--- src/design/lcd_pkg.sv ---
package lcd_pkg;

    // Default width of the line length counter and of the stored limit.
    localparam int LENGTH_BITS_DEF = 11;

    // Width of the configuration write data and the reset value of the limit.
    localparam int CFG_WIDTH = 11;
    localparam logic [CFG_WIDTH-1:0] MAX_LEN_RESET = 11'd1999;

    // Command candidates, one match flag each.
    localparam int NUM_CANDS = 7;
    localparam int CAND_OFF = 0;
    localparam int CAND_STOP = 1;
    localparam int CAND_START = 2;
    localparam int CAND_SCALE_F = 3;
    localparam int CAND_SCALE_C = 4;
    localparam int CAND_LOG = 5;
    localparam int CAND_PERIOD = 6;

    localparam int CAND_TEXT_DEPTH = 8;
    localparam int CAND_IDX_BITS = $clog2(CAND_TEXT_DEPTH);

    localparam logic [2:0] CAND_LEN [NUM_CANDS] = '{3'd3, 3'd4, 3'd5, 3'd7, 3'd7, 3'd3, 3'd7};

    localparam logic [7:0] CAND_TEXT [NUM_CANDS][CAND_TEXT_DEPTH] = '{
        '{"O", "F", "F", 8'h00, 8'h00, 8'h00, 8'h00, 8'h00},
        '{"S", "T", "O", "P", 8'h00, 8'h00, 8'h00, 8'h00},
        '{"S", "T", "A", "R", "T", 8'h00, 8'h00, 8'h00},
        '{"S", "C", "A", "L", "E", "=", "F", 8'h00},
        '{"S", "C", "A", "L", "E", "=", "C", 8'h00},
        '{"L", "O", "G", 8'h00, 8'h00, 8'h00, 8'h00, 8'h00},
        '{"P", "E", "R", "I", "O", "D", "=", 8'h00}
    };

    // The number after PERIOD= starts at this character position.
    localparam int NUM_START = 7;

    // Magnitude limit of the number accumulator and the positive limit.
    localparam logic [15:0] ACCUM_LIMIT = 16'd32768;
    localparam logic [15:0] POS_LIMIT = 16'd32767;

    // Characters with a meaning of their own.
    localparam logic [7:0] CHAR_NUL = 8'h00;
    localparam logic [7:0] CHAR_TAB = 8'h09;
    localparam logic [7:0] CHAR_LF = 8'h0A;
    localparam logic [7:0] CHAR_CR = 8'h0D;
    localparam logic [7:0] CHAR_SPACE = 8'h20;
    localparam logic [7:0] CHAR_PLUS = 8'h2B;
    localparam logic [7:0] CHAR_MINUS = 8'h2D;
    localparam logic [7:0] CHAR_ZERO = 8'h30;
    localparam logic [7:0] CHAR_NINE = 8'h39;

    typedef enum logic [3:0] {
        CMD_OFF = 4'd0,
        CMD_STOP = 4'd1,
        CMD_START = 4'd2,
        CMD_SCALE_F = 4'd3,
        CMD_SCALE_C = 4'd4,
        CMD_LOG = 4'd5,
        CMD_PERIOD = 4'd6,
        CMD_UNKNOWN = 4'd7,
        CMD_OVERFLOW = 4'd8
    } lcd_cmd_t;

    typedef enum logic [1:0] {
        PH_BLANKS = 2'd0,
        PH_DIGITS = 2'd1,
        PH_DONE = 2'd2
    } lcd_phase_t;

    typedef struct packed {
        lcd_cmd_t command;
        logic signed [15:0] period_value;
        logic stopped;
        logic scale_celsius;
    } lcd_result_t;

endpackage

--- src/design/lcd_in_stage.sv ---
module lcd_in_stage (
    input  logic       clk,
    input  logic       rst_n,
    input  logic       in_valid,
    input  logic [7:0] in_byte,
    input  logic       take,
    output logic       in_ready,
    output logic       full,
    output logic [7:0] byte_out
);

    logic       full_reg;
    logic       full_next;
    logic [7:0] byte_reg;

    // The register accepts a new transaction when empty or when it is
    // being emptied in this same cycle.
    assign in_ready = !full_reg || take;

    always_comb
    begin
        full_next = full_reg;
        if (in_valid && in_ready)
        begin
            full_next = 1'b1;
        end
        else if (take)
        begin
            full_next = 1'b0;
        end
    end

    always_ff @(posedge clk or negedge rst_n)
    begin
        if (!rst_n)
        begin
            full_reg <= 1'b0;
        end
        else
        begin
            full_reg <= full_next;
        end
    end

    always_ff @(posedge clk)
    begin
        if (in_valid && in_ready)
        begin
            byte_reg <= in_byte;
        end
    end

    assign full = full_reg;
    assign byte_out = byte_reg;

endmodule

--- src/design/lcd_parser.sv ---
module lcd_parser #(
    parameter int LENGTH_BITS = lcd_pkg::LENGTH_BITS_DEF
) (
    input  logic                           clk,
    input  logic                           rst_n,
    input  logic                           cfg_we,
    input  logic [lcd_pkg::CFG_WIDTH-1:0]  cfg_wdata,
    input  logic                           step,
    input  logic [7:0]                     byte_in,
    output logic                           res_valid,
    output lcd_pkg::lcd_result_t           res
);

    logic [LENGTH_BITS-1:0]           max_len_reg;
    logic [LENGTH_BITS-1:0]           len_reg;
    logic [LENGTH_BITS-1:0]           len_next;
    logic [lcd_pkg::NUM_CANDS-1:0]    match_reg;
    logic [lcd_pkg::NUM_CANDS-1:0]    match_next;
    lcd_pkg::lcd_phase_t              phase_reg;
    lcd_pkg::lcd_phase_t              phase_next;
    logic                             neg_reg;
    logic                             neg_next;
    logic [15:0]                      accum_reg;
    logic [15:0]                      accum_next;
    logic                             ovf_reg;
    logic                             ovf_next;
    logic                             stop_reg;
    logic                             stop_next;
    logic                             cels_reg;
    logic                             cels_next;
    logic [15:0]                      period_reg;
    logic [15:0]                      period_next;

    logic [lcd_pkg::NUM_CANDS-1:0]    hit;
    logic                             is_digit;
    logic [3:0]                       digit_val;
    logic [18:0]                      accum_grown;
    logic [15:0]                      num_value;
    logic                             emit;
    lcd_pkg::lcd_cmd_t                code;

    assign is_digit = (byte_in >= lcd_pkg::CHAR_ZERO) && (byte_in <= lcd_pkg::CHAR_NINE);
    assign digit_val = 4'(byte_in - lcd_pkg::CHAR_ZERO);
    // accum * 10 + digit, built from two shifts.
    assign accum_grown = {accum_reg, 3'b000} + {2'b00, accum_reg, 1'b0} + {15'd0, digit_val};
    assign num_value = neg_reg ? (16'd0 - accum_reg)
                               : ((accum_reg > lcd_pkg::POS_LIMIT) ? lcd_pkg::POS_LIMIT
                                                                   : accum_reg);

    // A candidate is complete when its flag survived and the length fits:
    // exact for most, at least three for LOG, past the '=' for PERIOD.
    always_comb
    begin
        for (int k = 0; k < lcd_pkg::NUM_CANDS; k++)
        begin
            if (k == lcd_pkg::CAND_LOG)
            begin
                hit[k] = match_reg[k]
                         && (len_reg >= LENGTH_BITS'(lcd_pkg::CAND_LEN[k]));
            end
            else if (k == lcd_pkg::CAND_PERIOD)
            begin
                hit[k] = match_reg[k]
                         && (len_reg > LENGTH_BITS'(lcd_pkg::CAND_LEN[k]));
            end
            else
            begin
                hit[k] = match_reg[k]
                         && (len_reg == LENGTH_BITS'(lcd_pkg::CAND_LEN[k]));
            end
        end
    end

    always_comb
    begin
        len_next = len_reg;
        match_next = match_reg;
        phase_next = phase_reg;
        neg_next = neg_reg;
        accum_next = accum_reg;
        ovf_next = ovf_reg;
        stop_next = stop_reg;
        cels_next = cels_reg;
        period_next = period_reg;
        emit = 1'b0;
        code = lcd_pkg::CMD_UNKNOWN;

        if (step && (byte_in != lcd_pkg::CHAR_NUL))
        begin
            if (byte_in == lcd_pkg::CHAR_LF)
            begin
                if (!ovf_reg)
                begin
                    emit = 1'b1;
                    if (hit[lcd_pkg::CAND_OFF])
                    begin
                        code = lcd_pkg::CMD_OFF;
                    end
                    else if (hit[lcd_pkg::CAND_STOP])
                    begin
                        code = lcd_pkg::CMD_STOP;
                        stop_next = 1'b1;
                    end
                    else if (hit[lcd_pkg::CAND_START])
                    begin
                        code = lcd_pkg::CMD_START;
                        stop_next = 1'b0;
                    end
                    else if (hit[lcd_pkg::CAND_SCALE_F])
                    begin
                        code = lcd_pkg::CMD_SCALE_F;
                        cels_next = 1'b0;
                    end
                    else if (hit[lcd_pkg::CAND_SCALE_C])
                    begin
                        code = lcd_pkg::CMD_SCALE_C;
                        cels_next = 1'b1;
                    end
                    else if (hit[lcd_pkg::CAND_LOG])
                    begin
                        code = lcd_pkg::CMD_LOG;
                    end
                    else if (hit[lcd_pkg::CAND_PERIOD])
                    begin
                        code = lcd_pkg::CMD_PERIOD;
                        period_next = num_value;
                    end
                end
                // Every newline starts a fresh line.
                len_next = '0;
                match_next = '1;
                phase_next = lcd_pkg::PH_BLANKS;
                neg_next = 1'b0;
                accum_next = '0;
                ovf_next = 1'b0;
            end
            else if (ovf_reg)
            begin
                // Rest of an overlong line is thrown away.
            end
            else if ((len_reg == '0)
                     && ((byte_in == lcd_pkg::CHAR_SPACE) || (byte_in == lcd_pkg::CHAR_TAB)))
            begin
                // Leading blanks are dropped.
            end
            else if (len_reg >= max_len_reg)
            begin
                ovf_next = 1'b1;
                emit = 1'b1;
                code = lcd_pkg::CMD_OVERFLOW;
            end
            else
            begin
                for (int k = 0; k < lcd_pkg::NUM_CANDS; k++)
                begin
                    if (len_reg < LENGTH_BITS'(lcd_pkg::CAND_LEN[k]))
                    begin
                        if (lcd_pkg::CAND_TEXT[k][len_reg[lcd_pkg::CAND_IDX_BITS-1:0]] != byte_in)
                        begin
                            match_next[k] = 1'b0;
                        end
                    end
                    else if ((k != lcd_pkg::CAND_LOG) && (k != lcd_pkg::CAND_PERIOD))
                    begin
                        match_next[k] = 1'b0;
                    end
                end

                if (len_reg >= LENGTH_BITS'(lcd_pkg::NUM_START))
                begin
                    case (phase_reg)
                        lcd_pkg::PH_BLANKS:
                        begin
                            if (byte_in inside {lcd_pkg::CHAR_SPACE,
                                                [lcd_pkg::CHAR_TAB:lcd_pkg::CHAR_CR]})
                            begin
                                phase_next = lcd_pkg::PH_BLANKS;
                            end
                            else if ((byte_in == lcd_pkg::CHAR_PLUS)
                                     || (byte_in == lcd_pkg::CHAR_MINUS))
                            begin
                                neg_next = (byte_in == lcd_pkg::CHAR_MINUS);
                                phase_next = lcd_pkg::PH_DIGITS;
                            end
                            else if (is_digit)
                            begin
                                accum_next = {12'd0, digit_val};
                                phase_next = lcd_pkg::PH_DIGITS;
                            end
                            else
                            begin
                                phase_next = lcd_pkg::PH_DONE;
                            end
                        end
                        lcd_pkg::PH_DIGITS:
                        begin
                            if (is_digit)
                            begin
                                accum_next = (accum_grown > {3'd0, lcd_pkg::ACCUM_LIMIT})
                                             ? lcd_pkg::ACCUM_LIMIT : accum_grown[15:0];
                            end
                            else
                            begin
                                phase_next = lcd_pkg::PH_DONE;
                            end
                        end
                        default:
                        begin
                            phase_next = phase_reg;
                        end
                    endcase
                end

                len_next = len_reg + LENGTH_BITS'(1);
            end
        end
    end

    always_ff @(posedge clk or negedge rst_n)
    begin
        if (!rst_n)
        begin
            max_len_reg <= LENGTH_BITS'(lcd_pkg::MAX_LEN_RESET);
            len_reg <= '0;
            match_reg <= '1;
            phase_reg <= lcd_pkg::PH_BLANKS;
            neg_reg <= 1'b0;
            accum_reg <= '0;
            ovf_reg <= 1'b0;
            stop_reg <= 1'b0;
            cels_reg <= 1'b0;
            period_reg <= 16'd1;
        end
        else
        begin
            if (cfg_we)
            begin
                max_len_reg <= LENGTH_BITS'(cfg_wdata);
            end
            len_reg <= len_next;
            match_reg <= match_next;
            phase_reg <= phase_next;
            neg_reg <= neg_next;
            accum_reg <= accum_next;
            ovf_reg <= ovf_next;
            stop_reg <= stop_next;
            cels_reg <= cels_next;
            period_reg <= period_next;
        end
    end

    // The result carries the flags and period as they stand after the line.
    assign res_valid = emit;
    assign res.command = code;
    assign res.period_value = period_next;
    assign res.stopped = stop_next;
    assign res.scale_celsius = cels_next;

    a_nul_ignored: assert property (@(posedge clk) disable iff (!rst_n)
        (step && (byte_in == lcd_pkg::CHAR_NUL)) |=> $stable(len_reg) && $stable(match_reg))
        else $error("NUL byte changed the line state");

    a_overflow_sets_flag: assert property (@(posedge clk) disable iff (!rst_n)
        (res_valid && (res.command == lcd_pkg::CMD_OVERFLOW)) |=> ovf_reg)
        else $error("overflow report without the overflow flag set");

    a_discard_silent: assert property (@(posedge clk) disable iff (!rst_n)
        ovf_reg |-> !res_valid)
        else $error("result produced while discarding an overlong line");

    a_accum_bound: assert property (@(posedge clk) disable iff (!rst_n)
        accum_reg <= lcd_pkg::ACCUM_LIMIT)
        else $error("number accumulator above its saturation limit");

endmodule

--- src/design/lcd_out_stage.sv ---
module lcd_out_stage (
    input  logic                  clk,
    input  logic                  rst_n,
    input  logic                  load,
    input  lcd_pkg::lcd_result_t  res,
    input  logic                  out_ready,
    output logic                  free,
    output logic                  out_valid,
    output lcd_pkg::lcd_result_t  out_res
);

    logic                  valid_reg;
    logic                  valid_next;
    lcd_pkg::lcd_result_t  res_reg;

    // Space for a new result whenever the register is empty or drains now.
    assign free = !valid_reg || out_ready;

    always_comb
    begin
        valid_next = valid_reg;
        if (load)
        begin
            valid_next = 1'b1;
        end
        else if (out_ready)
        begin
            valid_next = 1'b0;
        end
    end

    always_ff @(posedge clk or negedge rst_n)
    begin
        if (!rst_n)
        begin
            valid_reg <= 1'b0;
        end
        else
        begin
            valid_reg <= valid_next;
        end
    end

    always_ff @(posedge clk)
    begin
        if (load)
        begin
            res_reg <= res;
        end
    end

    assign out_valid = valid_reg;
    assign out_res = res_reg;

endmodule

--- src/design/line_command_decoder_top.sv ---
// Channel  Dir  Handshake              Payload
// input    in   in_valid / in_ready    rx_byte[7:0]
// result   out  out_valid / out_ready  command, period_value, stopped, scale_celsius
// config   in   cfg_we, no wait        cfg_wdata[10:0], the line length limit
//
// A byte is held in the input register and then passes the parser into the result register,
// from which its result can be taken once the parser has stepped on that byte.
// A new byte is accepted every cycle while the result register is not stalled.
// Reset (rst_n, asynchronous, active low) empties both registers and restores the limit
// of 1999, period 1, Fahrenheit and not stopped.
// A stalled result register holds the parser, and in_ready drops once one byte waits.
module line_command_decoder_top #(
    parameter int LENGTH_BITS = lcd_pkg::LENGTH_BITS_DEF
) (
    input  logic                          clk,
    input  logic                          rst_n,
    input  logic                          cfg_we,
    input  logic [lcd_pkg::CFG_WIDTH-1:0] cfg_wdata,
    input  logic                          in_valid,
    output logic                          in_ready,
    input  logic [7:0]                    rx_byte,
    output logic                          out_valid,
    input  logic                          out_ready,
    output logic [3:0]                    command,
    output logic signed [15:0]            period_value,
    output logic                          stopped,
    output logic                          scale_celsius
);

    logic                  in_full;
    logic [7:0]            held_byte;
    logic                  out_free;
    logic                  step;
    logic                  res_valid;
    lcd_pkg::lcd_result_t  res;
    lcd_pkg::lcd_result_t  out_res;

    // A byte moves from the input register through the parser whenever the
    // result register can take whatever that byte produces. Most bytes
    // produce nothing, but the decision is made before the byte is decoded,
    // so the parser only advances with room downstream.
    assign step = in_full && out_free;

    lcd_in_stage u_in (
        .clk      (clk),
        .rst_n    (rst_n),
        .in_valid (in_valid),
        .in_byte  (rx_byte),
        .take     (step),
        .in_ready (in_ready),
        .full     (in_full),
        .byte_out (held_byte)
    );

    // The parser keeps the whole line state: length, candidate match flags,
    // the PERIOD= number, the overflow flag and the persistent settings.
    lcd_parser #(
        .LENGTH_BITS (LENGTH_BITS)
    ) u_parser (
        .clk       (clk),
        .rst_n     (rst_n),
        .cfg_we    (cfg_we),
        .cfg_wdata (cfg_wdata),
        .step      (step),
        .byte_in   (held_byte),
        .res_valid (res_valid),
        .res       (res)
    );

    lcd_out_stage u_out (
        .clk       (clk),
        .rst_n     (rst_n),
        .load      (res_valid),
        .res       (res),
        .out_ready (out_ready),
        .free      (out_free),
        .out_valid (out_valid),
        .out_res   (out_res)
    );

    assign command = out_res.command;
    assign period_value = out_res.period_value;
    assign stopped = out_res.stopped;
    assign scale_celsius = out_res.scale_celsius;

endmodule
--- config.mk ---
export PLATFORM = sky130hd
export DESIGN_NAME = line_command_decoder_top
export DESIGN_NICKNAME = d
export VERILOG_FILES = /design/src/design/lcd_pkg.sv /design/src/design/lcd_in_stage.sv /design/src/design/lcd_parser.sv /design/src/design/lcd_out_stage.sv /design/src/design/line_command_decoder_top.sv
export SDC_FILE = /design/constraint.sdc
export NUM_CORES = 1
export LEC_CHECK = 0
export BUFFER_PORTS_ARGS = -buffer_cell sky130_fd_sc_hd__buf_2
export CAP_MARGIN = 0
export CORE_MARGIN = 8
export CORE_UTILIZATION = 62
export DETAILED_ROUTE_END_ITERATION = 6
export HOLD_SLACK_MARGIN = 0.06
export PLACE_DENSITY = 0.79
export SYNTH_ARGS = -nofsm -noshare
export SYNTH_HDL_FRONTEND = slang
export SYNTH_SLANG_ARGS = --single-unit
--- constraint.sdc ---
create_clock -name clk -period 4.05 [get_ports clk]
set_input_delay 0.405 -clock clk [delete_from_list [all_inputs] [get_ports clk]]
set_output_delay 0.405 -clock clk [all_outputs]
set_load 0.02 [all_outputs]
==> impl_metrics.tcl <==
set metrics [dict create \
    cts_buffer_depth 2 \
    avgViaCountPerCell 6.41 \
    yosysWarnings 0 \
    antenna_found_initial 0 \
    crit_type "reg -> reg" \
    die_y_um 121 \
    final_hold_viol_count 0 \
    synth_top_cell_area_share 0.191 \
    end_kind "register" \
    gp_congestion 0.936 \
    drive_gt1_frac 0.153 \
    drc 0 \
    io_pins 48 \
    synth_nets 836 \
    crit_start "u_parser.accum_reg[0]" \
    ys_seq_elements 99 \
    rsz0062_at_grt "false" \
    antennaDiodeCount 0 \
    ys_top_cells_by_area "dfrtp_1, edfxtp_1, ha_1" \
    yosysSeqAreaShare 0.389 \
    setup_violations 0 \
    fmax_ghz 0.266 \
    clk-insertion-delay-late_ns 0.39 \
    tns_ns 0 \
    cts.sinks 99 \
    yosysMostFrequentCell "nand2_1" \
    fin_cells 930 \
    fillCellCount 809 \
    async_flop_share 0.697 \
    drt_iter0_drc 576 \
    nNetsFinal 864 \
    post_cts_buffers 0 \
    htreeDepth 3 \
    start_util 0.631 \
    power.density_nw_per_um2 464 \
    synth-edff-count 30 \
    track_usage 0.236 \
    synth_cells 757 \
    place_ws_ns 0.146 \
    place_hpwl_mm 12.2 \
    grt_pass1_wl_mm 28.2 \
    min_path_type "in -> async" \
    fin_hold_ws_ns 0.131 \
    tightestPinTransition_ns 0.888 \
    grt_max_degree 40 \
    power_mw 3.43 \
    vias 5959 \
    root_buffer "clkbuf_8" \
    synth_area_um2 6820 \
    maxSlewHeadroom 0.408 \
    drt_wl_total_mm 16.6 \
    r2r_start "u_parser.accum_reg[0]" \
    drv_cap 0 \
    grt_pass1_vias 5890 \
    drtPass1Iterations 5 \
    status "finished clean" \
    core.rowCount 38 \
    post-route-worst-setup-slack_ns 0.296 \
    peakVddDrop_v 0.000439 \
    die_w_um 121 \
    cp-start-kind "register" \
    fin_crit_sh 0.927 \
    grt.overflow.total 0 \
    netlist-cell-type-count 71 \
    synth_area_leader_cell "dfrtp_1" \
    synthTopCellsByCount "nand2_1, o21ai_0, nor2_1" \
    core_um2 10800 \
    p_leak_nw 3.29 \
    required_ns 4.33 \
    routedWlPerCell_um 17.8 \
    portBuffers 47 \
    cts_tree "done" \
    fin_worst_skew_ns 0.0210 \
    path_max_fanout 13 \
    largest_reg_flops 22 \
    dp.cells 914 \
    maxSlewViolCount 0 \
    numCtsBuffers 9 \
    path_clk_slew_ns 0.12 \
    syn_avg_cell_area_um2 9.00 \
    synthFlopType "dfrtp_1" \
    postRouteAntennaNets 0 \
    period_needed_ns 3.75 \
    cp.arrival_ns 4.03 \
    dieArea_um2 14600 \
    syn2layout_area_growth_pct 8.56 \
]
placed cells by master, fill, tap and decap left out, drive strengths merged, types with 10 or more instances in the layout:
cell type   n
inv        33
a21oi      35
o41ai      13
a31oi      14
xnor2      25
buf        60
nor3       22
nand3      30
nand2b     12
nor2       59
nand4      14
ha         53
dfrtp      52
and3       10
edfxtp     30
o21ai      78
xor2       19
dfstp      17
nand2      85
cells by family after synthesis:
logic type | synth area share
AND/OR/NAND/NOR | 0.210
AO/OA/AOI/OAI | 0.191
flip-flops | 0.389
XOR/XNOR | 0.0565
adder cells (fa/ha/maj) | 0.103
multiplexers | 0.00808
buffers and inverters | 0.0428
report_power, final:
group | total [mW] | internal (mW) | switching, mW
Sequential | 1.31 | 1.13 | 0.184
Clock | 0.674 | 0.253 | 0.421
Combinational | 1.45 | 0.555 | 0.894
Total | 3.43 | 1.93 | 1.50
per-layer routing:
metal,GRT usage,up-vias,part of all wire
met3,0.0392,58,0.054
met2,0.413,236,0.51
li1,-,2824,-
met5,0,-,0
met4,0.0976,0,0.033
met1,0.281,2841,0.40
worst paths after layout:
kind                                          end  slack [ns]  cells past startpoint
max in group asynchronous   u_parser.match_reg[3]        2.93                      2
hold reg to reg             u_parser.match_reg[2]        0.50                      2
setup reg to reg            u_parser.accum_reg[4]        0.30                     11
min in group clk                 u_in.byte_out[6]        0.21                      1
setup / recovery            u_parser.accum_reg[4]        0.30                     11
hold / removal             u_parser.accum_reg[14]        0.13                      1
worst max-delay path: stages (launching register included):
cell,delay (ns)
dfrtp_1,0.43
inv_1,0.16
fa_1,0.48
fa_1,0.47
nand2b_1,0.20
a21oi_2,0.27
o21a_1,0.23
nor3_1,0.07
a211o_1,0.30
nor4_4,0.42
o21ai_4,0.24
o41ai_1,0.38
repair_timing:
action	in CTS	in global routing
gates resized for setup	0	5
endpoints found under the setup margin	0	11
hold buffers	0	0
endpoints found under the hold margin	0	0
through the flow:
step                      area [um2]  utilization
after detailed placement        7150        0.662
after floorplan                 6820            -
after global placement          7150        0.662
final                           7400        0.685
after CTS                       7370        0.682
after global routing            7400        0.685
cell type report:
cell class	count	area, um2	share of cell area
Clock buffer	9	124	0.0167
Clock inverter	7	93.8	0.0127
Inverter	31	116	0.0157
Multi-Input combinational cell	584	3910	0.528
Sequential cell	99	2650	0.358
Tap cell	140	175	0.0237
Timing Repair Buffer	60	333	0.0450
Note: power is estimated with default switching activity, not from simulation.
